<file path="src/hdl/assert_macros.svh">
// ---------------------------------------------------------------------------
// assert_macros.svh
// Shared concurrent assertion macros for the slice binner RTL.
// ---------------------------------------------------------------------------
`ifndef ASSERT_MACROS_SVH
`define ASSERT_MACROS_SVH

// same-cycle implication, disabled while reset is asserted
`define TSB_ASSERT_IMP(label, ck, rn, ante, cons, msg) \
    label: assert property (@(posedge ck) disable iff (!rn) (ante) |-> (cons)) \
        else $error(msg);

// next-cycle implication, disabled while reset is asserted
`define TSB_ASSERT_NXT(label, ck, rn, ante, cons, msg) \
    label: assert property (@(posedge ck) disable iff (!rn) (ante) |=> (cons)) \
        else $error(msg);

`endif

</file>
<file path="src/hdl/tsb_pkg.sv">
// ---------------------------------------------------------------------------
// tsb_pkg
// Types and constants shared by the time slice event binner modules.
// ---------------------------------------------------------------------------
package tsb_pkg;

    localparam int TIME_BITS     = 52;
    localparam int LEN_BITS      = 40;
    localparam int CLS_BITS      = 2;
    localparam int AMT_BITS      = 16;
    localparam int IDX_BITS      = 32;
    localparam int OUT_SUM_BITS  = 32;
    localparam int MARK_BITS     = 3;
    localparam int KIND_BITS     = 2;
    localparam int NUM_CLASSES   = 4;
    localparam int IN_DATA_BITS  = 72;   // 52 + 2 + 16, padded to bytes
    localparam int OUT_DATA_BITS = 216;  // 32 + 52 + 4*32 + 3, padded to bytes

    // remainder unit: one timestamp bit per step
    localparam int DIV_STEPS = TIME_BITS;
    localparam int CNT_BITS  = $clog2(DIV_STEPS + 1);

    // one minute in microseconds
    localparam logic [LEN_BITS-1:0] LEN_RESET = 40'd60000000;

    localparam logic CMD_ADD   = 1'b0;
    localparam logic CMD_FLUSH = 1'b1;

    localparam logic [CLS_BITS-1:0] CLS_NORMAL  = 2'd0;
    localparam logic [CLS_BITS-1:0] CLS_ERROR   = 2'd1;
    localparam logic [CLS_BITS-1:0] CLS_WARNING = 2'd2;
    localparam logic [CLS_BITS-1:0] CLS_MARK    = 2'd3;

    typedef enum logic [KIND_BITS-1:0] {
        ROW_CLOSED = 2'd0,
        ROW_GAP    = 2'd1,
        ROW_FLUSH  = 2'd2,
        ROW_REJECT = 2'd3
    } row_kind_t;

    typedef enum logic [2:0] {
        ST_IDLE,
        ST_DIV,
        ST_SUB,
        ST_DIFF,
        ST_GAP,
        ST_EMIT_A,
        ST_EMIT_B,
        ST_UPDATE
    } tsb_state_t;

    typedef struct packed {
        logic busy;
        logic done;
    } tsb_div_status_t;

    typedef struct packed {
        logic add;
        logic clear;
    } tsb_sum_ctrl_t;

endpackage

</file>
<file path="src/hdl/tsb_rem_unit.sv">
// ---------------------------------------------------------------------------
// tsb_rem_unit
// Bit-serial remainder: shifts the timestamp in MSB first, one trial
// subtract of the slice length per cycle.
// ---------------------------------------------------------------------------
`include "assert_macros.svh"

module tsb_rem_unit
    import tsb_pkg::*;
(
    input  logic                 clk,
    input  logic                 rst_n,
    input  logic                 start,
    input  logic [TIME_BITS-1:0] dividend,
    input  logic [LEN_BITS-1:0]  divisor,
    output tsb_div_status_t      status,
    output logic [LEN_BITS-1:0]  rem
);

    logic [TIME_BITS-1:0] shift_reg;
    logic [LEN_BITS-1:0]  rem_reg, rem_next;
    logic [LEN_BITS-1:0]  div_reg;
    logic [CNT_BITS-1:0]  cnt_reg, cnt_next;
    logic                 done_reg, done_next;
    logic [LEN_BITS:0]    partial;
    logic [LEN_BITS+1:0]  trial;

    // partial remainder stays below 2*divisor, so one compare/subtract per bit
    always_comb
    begin
        partial = {rem_reg, shift_reg[TIME_BITS-1]};
        trial   = {1'b0, partial} - {2'b00, div_reg};
        if (!trial[LEN_BITS+1])
            rem_next = trial[LEN_BITS-1:0];
        else
            rem_next = partial[LEN_BITS-1:0];
    end

    always_comb
    begin
        cnt_next  = cnt_reg;
        done_next = 1'b0;
        if (start)
            cnt_next = CNT_BITS'(DIV_STEPS);
        else if (cnt_reg != '0)
        begin
            cnt_next  = cnt_reg - 1'b1;
            done_next = (cnt_reg == CNT_BITS'(1));
        end
    end

    always_ff @(posedge clk or negedge rst_n)
    begin
        if (!rst_n)
        begin
            cnt_reg  <= '0;
            done_reg <= 1'b0;
        end
        else
        begin
            cnt_reg  <= cnt_next;
            done_reg <= done_next;
        end
    end

    always_ff @(posedge clk)
    begin
        if (start)
        begin
            shift_reg <= dividend;
            rem_reg   <= '0;
            div_reg   <= divisor;
        end
        else if (cnt_reg != '0)
        begin
            shift_reg <= {shift_reg[TIME_BITS-2:0], 1'b0};
            rem_reg   <= rem_next;
        end
    end

    assign status.busy = (cnt_reg != '0);
    assign status.done = done_reg;
    assign rem         = rem_reg;

    `TSB_ASSERT_IMP(a_rem_below_len, clk, rst_n, done_reg, rem_reg < div_reg, "remainder not reduced")
    `TSB_ASSERT_NXT(a_done_pulse, clk, rst_n, done_reg, !done_reg, "done held longer than one cycle")

endmodule

</file>
<file path="src/hdl/tsb_sum_bank.sv">
// ---------------------------------------------------------------------------
// tsb_sum_bank
// Per-class saturating sums of the open row, with nonzero flags.
// ---------------------------------------------------------------------------
module tsb_sum_bank
    import tsb_pkg::*;
#(
    parameter int SUM_BITS = 32
)
(
    input  logic                                  clk,
    input  logic                                  rst_n,
    input  tsb_sum_ctrl_t                         ctrl,
    input  logic [CLS_BITS-1:0]                   cls,
    input  logic [AMT_BITS-1:0]                   amt,
    output logic [NUM_CLASSES-1:0][SUM_BITS-1:0]  sums,
    output logic [MARK_BITS-1:0]                  mark_bits
);

    logic [NUM_CLASSES-1:0][SUM_BITS-1:0] sums_reg, sums_next;
    logic [SUM_BITS-1:0]                  base;
    logic [SUM_BITS:0]                    total;

    // clear and add in one step opens a new row holding this event
    always_comb
    begin
        sums_next = sums_reg;
        base      = ctrl.clear ? '0 : sums_reg[cls];
        total     = {1'b0, base} + {{(SUM_BITS + 1 - AMT_BITS){1'b0}}, amt};
        if (ctrl.add)
        begin
            if (ctrl.clear)
                sums_next = '0;
            sums_next[cls] = total[SUM_BITS] ? '1 : total[SUM_BITS-1:0];
        end
    end

    always_ff @(posedge clk or negedge rst_n)
    begin
        if (!rst_n)
            sums_reg <= '0;
        else
            sums_reg <= sums_next;
    end

    assign sums         = sums_reg;
    assign mark_bits[0] = (sums_reg[CLS_WARNING] != '0);
    assign mark_bits[1] = (sums_reg[CLS_ERROR] != '0);
    assign mark_bits[2] = (sums_reg[CLS_MARK] != '0);

endmodule

</file>
<file path="src/hdl/time_slice_event_binner_unit.sv">
// ---------------------------------------------------------------------------
// time_slice_event_binner_unit
// An add event runs the 52-step remainder (ST_DIV), then ST_SUB, ST_DIFF
// and ST_GAP, then ST_EMIT_A and ST_EMIT_B as needed, then ST_UPDATE; a reject
// goes back to ST_IDLE from ST_EMIT_A, and a flush emits from ST_EMIT_A only.
// No new transfer is taken outside ST_IDLE; an output stall holds the EMIT states.
// Async reset clears row state and sums; slice_length returns to one minute.
// ---------------------------------------------------------------------------
`include "assert_macros.svh"

module time_slice_event_binner_unit
    import tsb_pkg::*;
#(
    parameter int SUM_BITS = 32
)
(
    input  logic                     clk,
    input  logic                     rst_n,
    input  logic                     cfg_wr_en,
    input  logic [LEN_BITS-1:0]      cfg_wr_data,    // slice_length
    input  logic                     s_tvalid,
    output logic                     s_tready,
    input  logic [IN_DATA_BITS-1:0]  s_tdata,        // event_time, event_class, amount
    input  logic                     s_tuser,        // cmd
    output logic                     m_tvalid,
    input  logic                     m_tready,
    output logic [OUT_DATA_BITS-1:0] m_tdata,        // row_index, row_time, sum_normal,
                                                     // sum_error, sum_warning, sum_mark,
                                                     // mark_bits
    output logic [KIND_BITS-1:0]     m_tuser,        // row_kind
    output logic                     m_tlast         // is_last
);

    tsb_state_t state_reg, state_next;

    logic [LEN_BITS-1:0]  slice_length_reg;
    logic                 have_row_reg;
    logic [TIME_BITS-1:0] cur_slice_reg;
    logic [IDX_BITS-1:0]  cur_index_reg;

    logic                 cmd_reg;
    logic [TIME_BITS-1:0] time_reg;
    logic [CLS_BITS-1:0]  cls_reg;
    logic [AMT_BITS-1:0]  amt_reg;
    logic [LEN_BITS-1:0]  len_reg;
    logic [TIME_BITS-1:0] slice_reg;
    logic [TIME_BITS-1:0] diff_reg;
    logic                 lt_reg;
    logic                 gt_reg;
    logic                 gap_reg;
    logic [TIME_BITS-1:0] gap_time_reg;

    logic                     m_tvalid_reg;
    logic [OUT_DATA_BITS-1:0] m_tdata_reg;
    logic [KIND_BITS-1:0]     m_tuser_reg;
    logic                     m_tlast_reg;

    logic                 in_accept;
    logic                 out_free;
    logic [LEN_BITS-1:0]  eff_len;
    logic [TIME_BITS-1:0] len_ext;
    logic [TIME_BITS:0]   diff_full;

    // FSM outputs
    logic                 ready;
    logic                 div_start;
    logic                 out_load;
    row_kind_t            out_kind;
    logic                 out_last;
    tsb_sum_ctrl_t        sum_ctrl;

    tsb_div_status_t                      div_status;
    logic [LEN_BITS-1:0]                  rem;
    logic [NUM_CLASSES-1:0][SUM_BITS-1:0] sums;
    logic [MARK_BITS-1:0]                 sum_marks;

    logic [IDX_BITS-1:0]                      o_index;
    logic [TIME_BITS-1:0]                     o_time;
    logic [NUM_CLASSES-1:0][OUT_SUM_BITS-1:0] o_sums;
    logic [MARK_BITS-1:0]                     o_marks;
    logic [SUM_BITS+OUT_SUM_BITS-1:0]         sum_wide;

    assign in_accept = s_tvalid && ready;
    assign out_free  = !m_tvalid_reg || m_tready;
    assign eff_len   = (slice_length_reg == '0) ? LEN_BITS'(1) : slice_length_reg;
    assign len_ext   = {{(TIME_BITS - LEN_BITS){1'b0}}, len_reg};
    assign diff_full = {1'b0, slice_reg} - {1'b0, cur_slice_reg};

    tsb_rem_unit u_rem (
        .clk      (clk),
        .rst_n    (rst_n),
        .start    (div_start),
        .dividend (s_tdata[TIME_BITS-1:0]),
        .divisor  (eff_len),
        .status   (div_status),
        .rem      (rem)
    );

    tsb_sum_bank #(
        .SUM_BITS (SUM_BITS)
    ) u_sums (
        .clk       (clk),
        .rst_n     (rst_n),
        .ctrl      (sum_ctrl),
        .cls       (cls_reg),
        .amt       (amt_reg),
        .sums      (sums),
        .mark_bits (sum_marks)
    );

    // next state
    always_comb
    begin
        state_next = state_reg;
        case (state_reg)
            ST_IDLE:
            begin
                if (s_tvalid)
                begin
                    if (s_tuser == CMD_FLUSH)
                        state_next = have_row_reg ? ST_EMIT_A : ST_IDLE;
                    else
                        state_next = ST_DIV;
                end
            end
            ST_DIV:
            begin
                if (div_status.done)
                    state_next = ST_SUB;
            end
            ST_SUB:
                state_next = ST_DIFF;
            ST_DIFF:
                state_next = ST_GAP;
            ST_GAP:
            begin
                if (have_row_reg && (lt_reg || gt_reg))
                    state_next = ST_EMIT_A;
                else
                    state_next = ST_UPDATE;
            end
            ST_EMIT_A:
            begin
                if (out_free)
                begin
                    if (cmd_reg == CMD_FLUSH || lt_reg)
                        state_next = ST_IDLE;
                    else if (gap_reg)
                        state_next = ST_EMIT_B;
                    else
                        state_next = ST_UPDATE;
                end
            end
            ST_EMIT_B:
            begin
                if (out_free)
                    state_next = ST_UPDATE;
            end
            ST_UPDATE:
                state_next = ST_IDLE;
            default:
                state_next = ST_IDLE;
        endcase
    end

    // FSM outputs
    always_comb
    begin
        ready          = 1'b0;
        div_start      = 1'b0;
        out_load       = 1'b0;
        out_kind       = ROW_CLOSED;
        out_last       = 1'b1;
        sum_ctrl.add   = 1'b0;
        sum_ctrl.clear = 1'b0;
        case (state_reg)
            ST_IDLE:
            begin
                ready     = 1'b1;
                div_start = s_tvalid && (s_tuser == CMD_ADD);
            end
            ST_EMIT_A:
            begin
                out_load = out_free;
                if (cmd_reg == CMD_FLUSH)
                    out_kind = ROW_FLUSH;
                else if (lt_reg)
                    out_kind = ROW_REJECT;
                else
                begin
                    out_kind = ROW_CLOSED;
                    out_last = !gap_reg;
                end
            end
            ST_EMIT_B:
            begin
                out_load = out_free;
                out_kind = ROW_GAP;
            end
            ST_UPDATE:
            begin
                sum_ctrl.add   = 1'b1;
                sum_ctrl.clear = !have_row_reg || gt_reg;
            end
            default:
            begin
                ready = 1'b0;
            end
        endcase
    end

    // result fields; gap and reject rows carry zero sums
    always_comb
    begin
        o_index  = cur_index_reg;
        o_time   = cur_slice_reg;
        o_marks  = sum_marks;
        sum_wide = '0;
        for (int c = 0; c < NUM_CLASSES; c++)
        begin
            sum_wide  = {{OUT_SUM_BITS{1'b0}}, sums[c]};
            o_sums[c] = sum_wide[OUT_SUM_BITS-1:0];
        end
        case (out_kind)
            ROW_GAP:
            begin
                o_index = cur_index_reg + 1'b1;
                o_time  = gap_time_reg;
                o_sums  = '0;
                o_marks = '0;
            end
            ROW_REJECT:
            begin
                o_time  = slice_reg;
                o_sums  = '0;
                o_marks = '0;
            end
            default:
            begin
                o_index = cur_index_reg;
            end
        endcase
    end

    always_ff @(posedge clk or negedge rst_n)
    begin
        if (!rst_n)
        begin
            state_reg        <= ST_IDLE;
            slice_length_reg <= LEN_RESET;
            have_row_reg     <= 1'b0;
            cur_slice_reg    <= '0;
            cur_index_reg    <= '0;
            m_tvalid_reg     <= 1'b0;
        end
        else
        begin
            state_reg <= state_next;
            if (cfg_wr_en)
                slice_length_reg <= cfg_wr_data;
            if (out_load)
                m_tvalid_reg <= 1'b1;
            else if (m_tready)
                m_tvalid_reg <= 1'b0;
            if (state_reg == ST_UPDATE)
            begin
                have_row_reg <= 1'b1;
                if (!have_row_reg)
                begin
                    cur_slice_reg <= slice_reg;
                    cur_index_reg <= '0;
                end
                else if (gt_reg)
                begin
                    cur_slice_reg <= slice_reg;
                    cur_index_reg <= cur_index_reg + (gap_reg ? IDX_BITS'(2) : IDX_BITS'(1));
                end
            end
        end
    end

    always_ff @(posedge clk)
    begin
        if (in_accept)
        begin
            cmd_reg  <= s_tuser;
            time_reg <= s_tdata[TIME_BITS-1:0];
            cls_reg  <= s_tdata[TIME_BITS +: CLS_BITS];
            amt_reg  <= s_tdata[TIME_BITS + CLS_BITS +: AMT_BITS];
            len_reg  <= eff_len;
        end
        if (state_reg == ST_SUB)
            slice_reg <= time_reg - {{(TIME_BITS - LEN_BITS){1'b0}}, rem};
        if (state_reg == ST_DIFF)
        begin
            diff_reg <= diff_full[TIME_BITS-1:0];
            lt_reg   <= diff_full[TIME_BITS];
            gt_reg   <= !diff_full[TIME_BITS] && (diff_full[TIME_BITS-1:0] != '0);
        end
        if (state_reg == ST_GAP)
        begin
            gap_reg      <= (diff_reg > len_ext);
            gap_time_reg <= cur_slice_reg + len_ext;
        end
        if (out_load)
        begin
            m_tdata_reg <= {1'b0, o_marks,
                            o_sums[CLS_MARK], o_sums[CLS_WARNING],
                            o_sums[CLS_ERROR], o_sums[CLS_NORMAL],
                            o_time, o_index};
            m_tuser_reg <= out_kind;
            m_tlast_reg <= out_last;
        end
    end

    assign s_tready = ready;
    assign m_tvalid = m_tvalid_reg;
    assign m_tdata  = m_tdata_reg;
    assign m_tuser  = m_tuser_reg;
    assign m_tlast  = m_tlast_reg;

    `TSB_ASSERT_IMP(a_div_running, clk, rst_n, state_reg == ST_DIV,
                    div_status.busy || div_status.done, "waiting on an idle remainder unit")
    `TSB_ASSERT_IMP(a_ready_div_idle, clk, rst_n, s_tready, !div_status.busy,
                    "input taken while remainder unit busy")
    `TSB_ASSERT_IMP(a_reject_empty, clk, rst_n, m_tvalid_reg && (m_tuser_reg == ROW_REJECT),
                    m_tdata_reg[OUT_DATA_BITS-1:TIME_BITS+IDX_BITS] == '0,
                    "rejected event carries sums")

endmodule
</file>
<file path="config.mk">
export PLATFORM = sky130hd
export DESIGN_NAME = time_slice_event_binner_unit
export DESIGN_NICKNAME = d
export VERILOG_FILES = /design/src/hdl/tsb_pkg.sv /design/src/hdl/tsb_rem_unit.sv /design/src/hdl/tsb_sum_bank.sv /design/src/hdl/time_slice_event_binner_unit.sv
export VERILOG_INCLUDE_DIRS = /design/src /design/src/hdl
export SDC_FILE = /design/constraint.sdc
export NUM_CORES = 2
export LEC_CHECK = 0
export ABC_AREA = 1
export BUFFER_PORTS_ARGS = -buffer_cell sky130_fd_sc_hd__buf_2
export CAP_MARGIN = 0
export CORE_MARGIN = 4
export CORE_UTILIZATION = 55
export CTS_BUF_LIST = sky130_fd_sc_hd__clkbuf_2
export CTS_CLUSTER_DIAMETER = 120
export DETAILED_ROUTE_END_ITERATION = 7
export GPL_ROUTABILITY_DRIVEN = 0
export PLACE_DENSITY_LB_ADDON = 0.1
export SKIP_CTS_REPAIR_TIMING = 1
export SYNTH_ARGS = -nofsm -noshare
export SYNTH_HDL_FRONTEND = slang
export SYNTH_SLANG_ARGS = --single-unit
</file>
<file path="constraint.sdc">
create_clock -name clk -period 28.7 [get_ports clk]
set_clock_uncertainty 0.1 [all_clocks]
set_input_delay 7.175 -clock clk [delete_from_list [all_inputs] [get_ports clk]]
set_output_delay 7.175 -clock clk [all_outputs]
set_load 0.02 [all_outputs]
</file>
Word-level counts from Yosys, hierarchy flattened
Cells that the tools add are included.

Add/subtract/negate cells: 8. $lt $le $gt $ge: 3. Equality and inequality tests: 15. Multiplexer cells: 43. Bitwise gates (word level): 2. Reductions and logical operators: 27.

Operators with widths (number): $mux 128 (2); $mux 32 (7); $mux 52 (4); $bwmux 128 (1); $pmux 52 s2 (1); $reduce_bool 32->1 (3); $mux 40 (2); $bmux 32 s2 (1); $demux 32 s2 (1); $sub 52x52->53 (1); $add 52x40->52 (1); $gt 52x40->1 (1); $reduce_bool 52->1 (1); $sub 52x40->52 (1); $sub 41x40->42 (1); $logic_not 40->1 (1); $add 32x16->33 (1); $add 32x1->32 const B (1); $add 32x2->32 (1); $pmux 3 s8 (1); $mux 3 (7); $eq 3x3->1 const B (4); $mux 6 (2); $mux 2 (5); other kinds (23) (47).

Register bits: 884. Input port bits: 118. Output and inout bits: 221.

Longest topological paths before layout
Depth after elaboration: 7. Gate-level depth with buffers: 25.

Hierarchy
From an unflattened synthesis, not the netlist that was laid out.

Cell total of the unflattened synthesis: 6470. Area total of the unflattened synthesis: 52086.2 µm².

Modules (own cells, without submodules): time_slice_event_binner_unit (instances 1, cells an instance 3983, area each 34937.3 µm²); tsb_rem_unit (instances 1, cells an instance 1317, area each 9018.6 µm²); tsb_sum_bank (instances 1, cells an instance 1170, area each 8130.3 µm²).

Worst setup path before layout
OpenSTA, ideal clock, no wires.

Kind: input port to flip-flop. From: input port m_tready. To: register m_tdata_reg[0], in the netlist m_tdata[0] (enable). Setup time: 0.801 ns. Arrival: 16.206 ns. Setup slack: 11.594 ns. Stages on the path: 2. Buffers on the path: 0. Cells stage by stage: nor2_1 nor2_1.

Word-level cells in the longest chain between the ends: 2.

RTL lines: from (decl) (line time_slice_event_binner_unit.sv:26) `input logic m_tready,`; $logic_or 1x1->1 (line time_slice_event_binner_unit.sv:84) `assign out_free = !m_tvalid_reg || m_tready;`; $mux 1 (line time_slice_event_binner_unit.sv:176) `case (state_reg)`; net out_load (line time_slice_event_binner_unit.sv:67) `logic out_load;`; to (signal assigned) (line time_slice_event_binner_unit.sv:307) `m_tdata_reg <= {1'b0, o_marks,`; to (decl) (line time_slice_event_binner_unit.sv:54) `logic [OUT_DATA_BITS-1:0] m_tdata_reg;`.

The timed path passes the listed nets, and every way through them passes these cells. A chain may end at the register's enable or synchronous reset.

Worst setup path in the final report
From: register state_reg[0]. To: output port s_tready.

Word-level cells in the longest chain between the ends: 2.

RTL lines: from (decl) (line time_slice_event_binner_unit.sv:34) `tsb_state_t state_reg, state_next;`; from (signal assigned) (line time_slice_event_binner_unit.sv:258) `state_reg <= state_next;`; $logic_not 3->1 (line time_slice_event_binner_unit.sv:176); $mux 1 (line time_slice_event_binner_unit.sv:176); to (decl) (line time_slice_event_binner_unit.sv:22) `output logic s_tready,`.

Every way passes these cells.

==> impl_metrics.tcl <==
set metrics [dict create \
    status "finished with violations" \
    violations "DRC" \
    clk_latency_ns 1.55 \
    finalSetupViolCount 0 \
    cpMaxStageDelayCell "dfrtp_1" \
    fin_area_mm2 0.05359 \
    irDropWorstVdd_mv 0.06675 \
    drt_iter0_drc 3878 \
    dp_hpwl_um 109500 \
    worst_slack_ns 18.72 \
    synth_top_area_share 0.3589 \
    cts_root_buffer "clkbuf_2" \
    core_area_mm2 0.08716 \
    tightestPinTransition_ns 1.262 \
    path_buf_inv 2 \
    start_util 0.5567 \
    first_pass_iters 8 \
    p_leak_nw 24.63 \
    vias_per_cell 5.552 \
    rsz0062_at_grt "no" \
    synth.ff_latch_count 884 \
    power.total_w 0.005649 \
    largest_register_ffs 215 \
    hold_class "reg -> reg" \
    path_max_fanout 6 \
    slowest_delay_ns 0.45 \
    avgSynthCellArea_um2 8.614 \
    fin_util 0.6148 \
    grt_use_met2 0.4963 \
    yosys_warnings 0 \
    finalMaxSlewViolations 0 \
    hold_viol_final 0 \
    core.rowCount 108 \
    max_slew_margin 0.1581 \
    drc 12 \
    power_frac_seq 0.353 \
    fin_tns_setup_ns 0 \
    postRouteAntennaNets 0 \
    swShare 0.4614 \
    p_int_w 0.003043 \
    synth_ff_type "edfxtp_1" \
    post-route-min-period_ns 9.978 \
    r2r_slack_ns 23.69 \
    end_kind "output pin" \
    crit_family "flip-flops" \
    grt_pass1_wl_um 220700 \
    top_usage_layer "met2" \
    final_cell_mix "nand2_1, inv_1, nor2_1, edfxtp_1, o21ai_0" \
    num_vias 41210 \
    grt_usage 0.3045 \
    async_flop_share 0.2986 \
    grt_pass1_vias 39820 \
    numCtsBuffers 219 \
    layout_commonest_cell "nand2_1" \
    syn-num-nets 5990 \
    drive_gt1_frac 0.1259 \
    min_period_over_period 0.3476 \
    die_h_um 305.0 \
    cap_viol_max_count 0 \
    cts.clk_slew.worst_paths_ns 0.09 \
    antenna_found_initial 2 \
    grtUsageMet3 0.05333 \
    pwr-share-clk 0.159 \
    cp.arrival_ns 2.70 \
    clock-sinks 884 \
    use_met1 0.3971 \
    wl_per_cell_um 19.45 \
    cts_tree "done" \
    grt_max_degree 114 \
    io_buffers 335 \
    crit_top_cell "nor2_1" \
    cp-start-kind "flip-flop" \
    synthesis.instances 5633 \
    boundaryPins 339 \
    syn2layout_area_growth_pct 10.44 \
    combPwrFrac 0.488 \
    p_switching_w 0.002606 \
    synth_edf_count 580 \
    die-area_mm2 0.09304 \
    synth_top_cell_by_area "edfxtp_1" \
    cp_data_required_time_ns 21.42 \
    ys_seq_area_frac 0.5119 \
    clockBufferDepth 3 \
    worst-setup-path-type "reg -> out" \
    htreeDepth 4 \
    path_cells "nor2_1 -> inv_1 -> nor2_1 -> buf_2" \
    fp.dieW_um 305.0 \
    nets 6432 \
    ys_top_cells_by_area "edfxtp_1, dfrtp_1, nand2_1" \
    synthesis.area_mm2 0.04852 \
    routed_wl_um 144400 \
    post-place-ws_ns 18.71 \
    power_density_mw_per_mm2 105.4 \
    placed_area_mm2 0.05140 \
    synthDistinctLibCells 58 \
    fmax_mhz 100.2 \
    grt-ovfl-total 0 \
]
==> layer usage <==
layer / vias to the layer above / wire, µm
li1: 19780 / -
met1: 19130 / 57720
met2: 1922 / 67030
met3: 381 / 12780
met4: 0 / 6854
met5: - / 0
==> kinds of logic after synthesis <==
family,share of synthesized area
AO/OA/AOI/OAI,0.1164
buffers and inverters,0.08169
flip-flops,0.5119
XOR/XNOR,0.03231
AND/OR/NAND/NOR,0.1893
multiplexers,0.005802
other,0.00007729
adder cells (fa/ha/maj),0.06256
==> worst min-delay path: stages, from the launching register on <==
cell and delay (ns):
dfxtp_1 0.34, nand2_1 0.07, nand2_1 0.04
==> stage by stage <==
step / hold slack, ns / std cells
finish: 0.3838 / 7423
CTS: 0.3610 / 7422
global placement: 0.3617 / 7009
detailed placement: 0.3659 / 7009
floorplan: 0.3488 / 5633
global route: 0.3689 / 7423
==> layout make-up <==
type | count | area, µm²
inverter | 897 | 3373
fill | 7873 | 33570
clock buffer | 324 | 1622
antenna | 1 | 2.502
multi-input combinational | 3702 | 19780
clock inverter | 89 | 568.0
timing repair buffer | 371 | 1957
sequential | 884 | 24840
tap | 1155 | 1445
==> synthesized netlist by cell type, types with 2 or more instances <==
cell       count
nand2_1     1278
inv_1        888
nor2_1       606
edfxtp_1     580
o21ai_0      363
a21oi_1      290
dfrtp_1      254
ha_1         233
nand3_1      178
clkbuf_1     130
o22ai_1      124
xor2_1       118
nor3_1        67
nand4_1       65
xnor2_1       61
a22oi_1       60
a31oi_1       46
dfxtp_1       40
nor4_1        36
mux2_2        25
o21bai_1      25
a21o_1        18
a221oi_1      16
nand3b_1      14
o21a_1        13
o211ai_1      11
dfstp_2       10
buf_2          8
a21boi_0       6
buf_1          6
clkinv_1       6
fa_1           6
or2_2          6
a211oi_1       5
buf_4          4
o2111ai_1      4
and2_1         3
and3_1         3
inv_2          3
nor2_4         3
a2111oi_0      2
a2bb2oi_1      2
o21ai_1        2
==> power by group through the flow <==
stage               sequential [W]  clock [W]  combinational (W)
CTS                        0.00199   0.000920            0.00270
global placement           0.00201          0            0.00264
global route               0.00202   0.000995            0.00306
detailed placement         0.00201          0            0.00269
floorplan                  0.00203          0            0.00188
finish                     0.00200   0.000897            0.00275
==> worst paths after layout <==
kind / startpoint / end / depth (start not counted)
worst max-delay path: state_reg[0] / s_tready / 4
worst min-delay path: u_rem.rem[20] / u_rem.rem[20] / 2
worst max register to register: state_reg[2] / u_sums.sums[25] / 22
worst min register to register: u_rem.rem[20] / u_rem.rem[20] / 2
max in group asynchronous: rst_n / slice_length_reg[21] / 3
min in group asynchronous: rst_n / cur_index_reg[10] / 1
(Power assumes the default switching activity.)
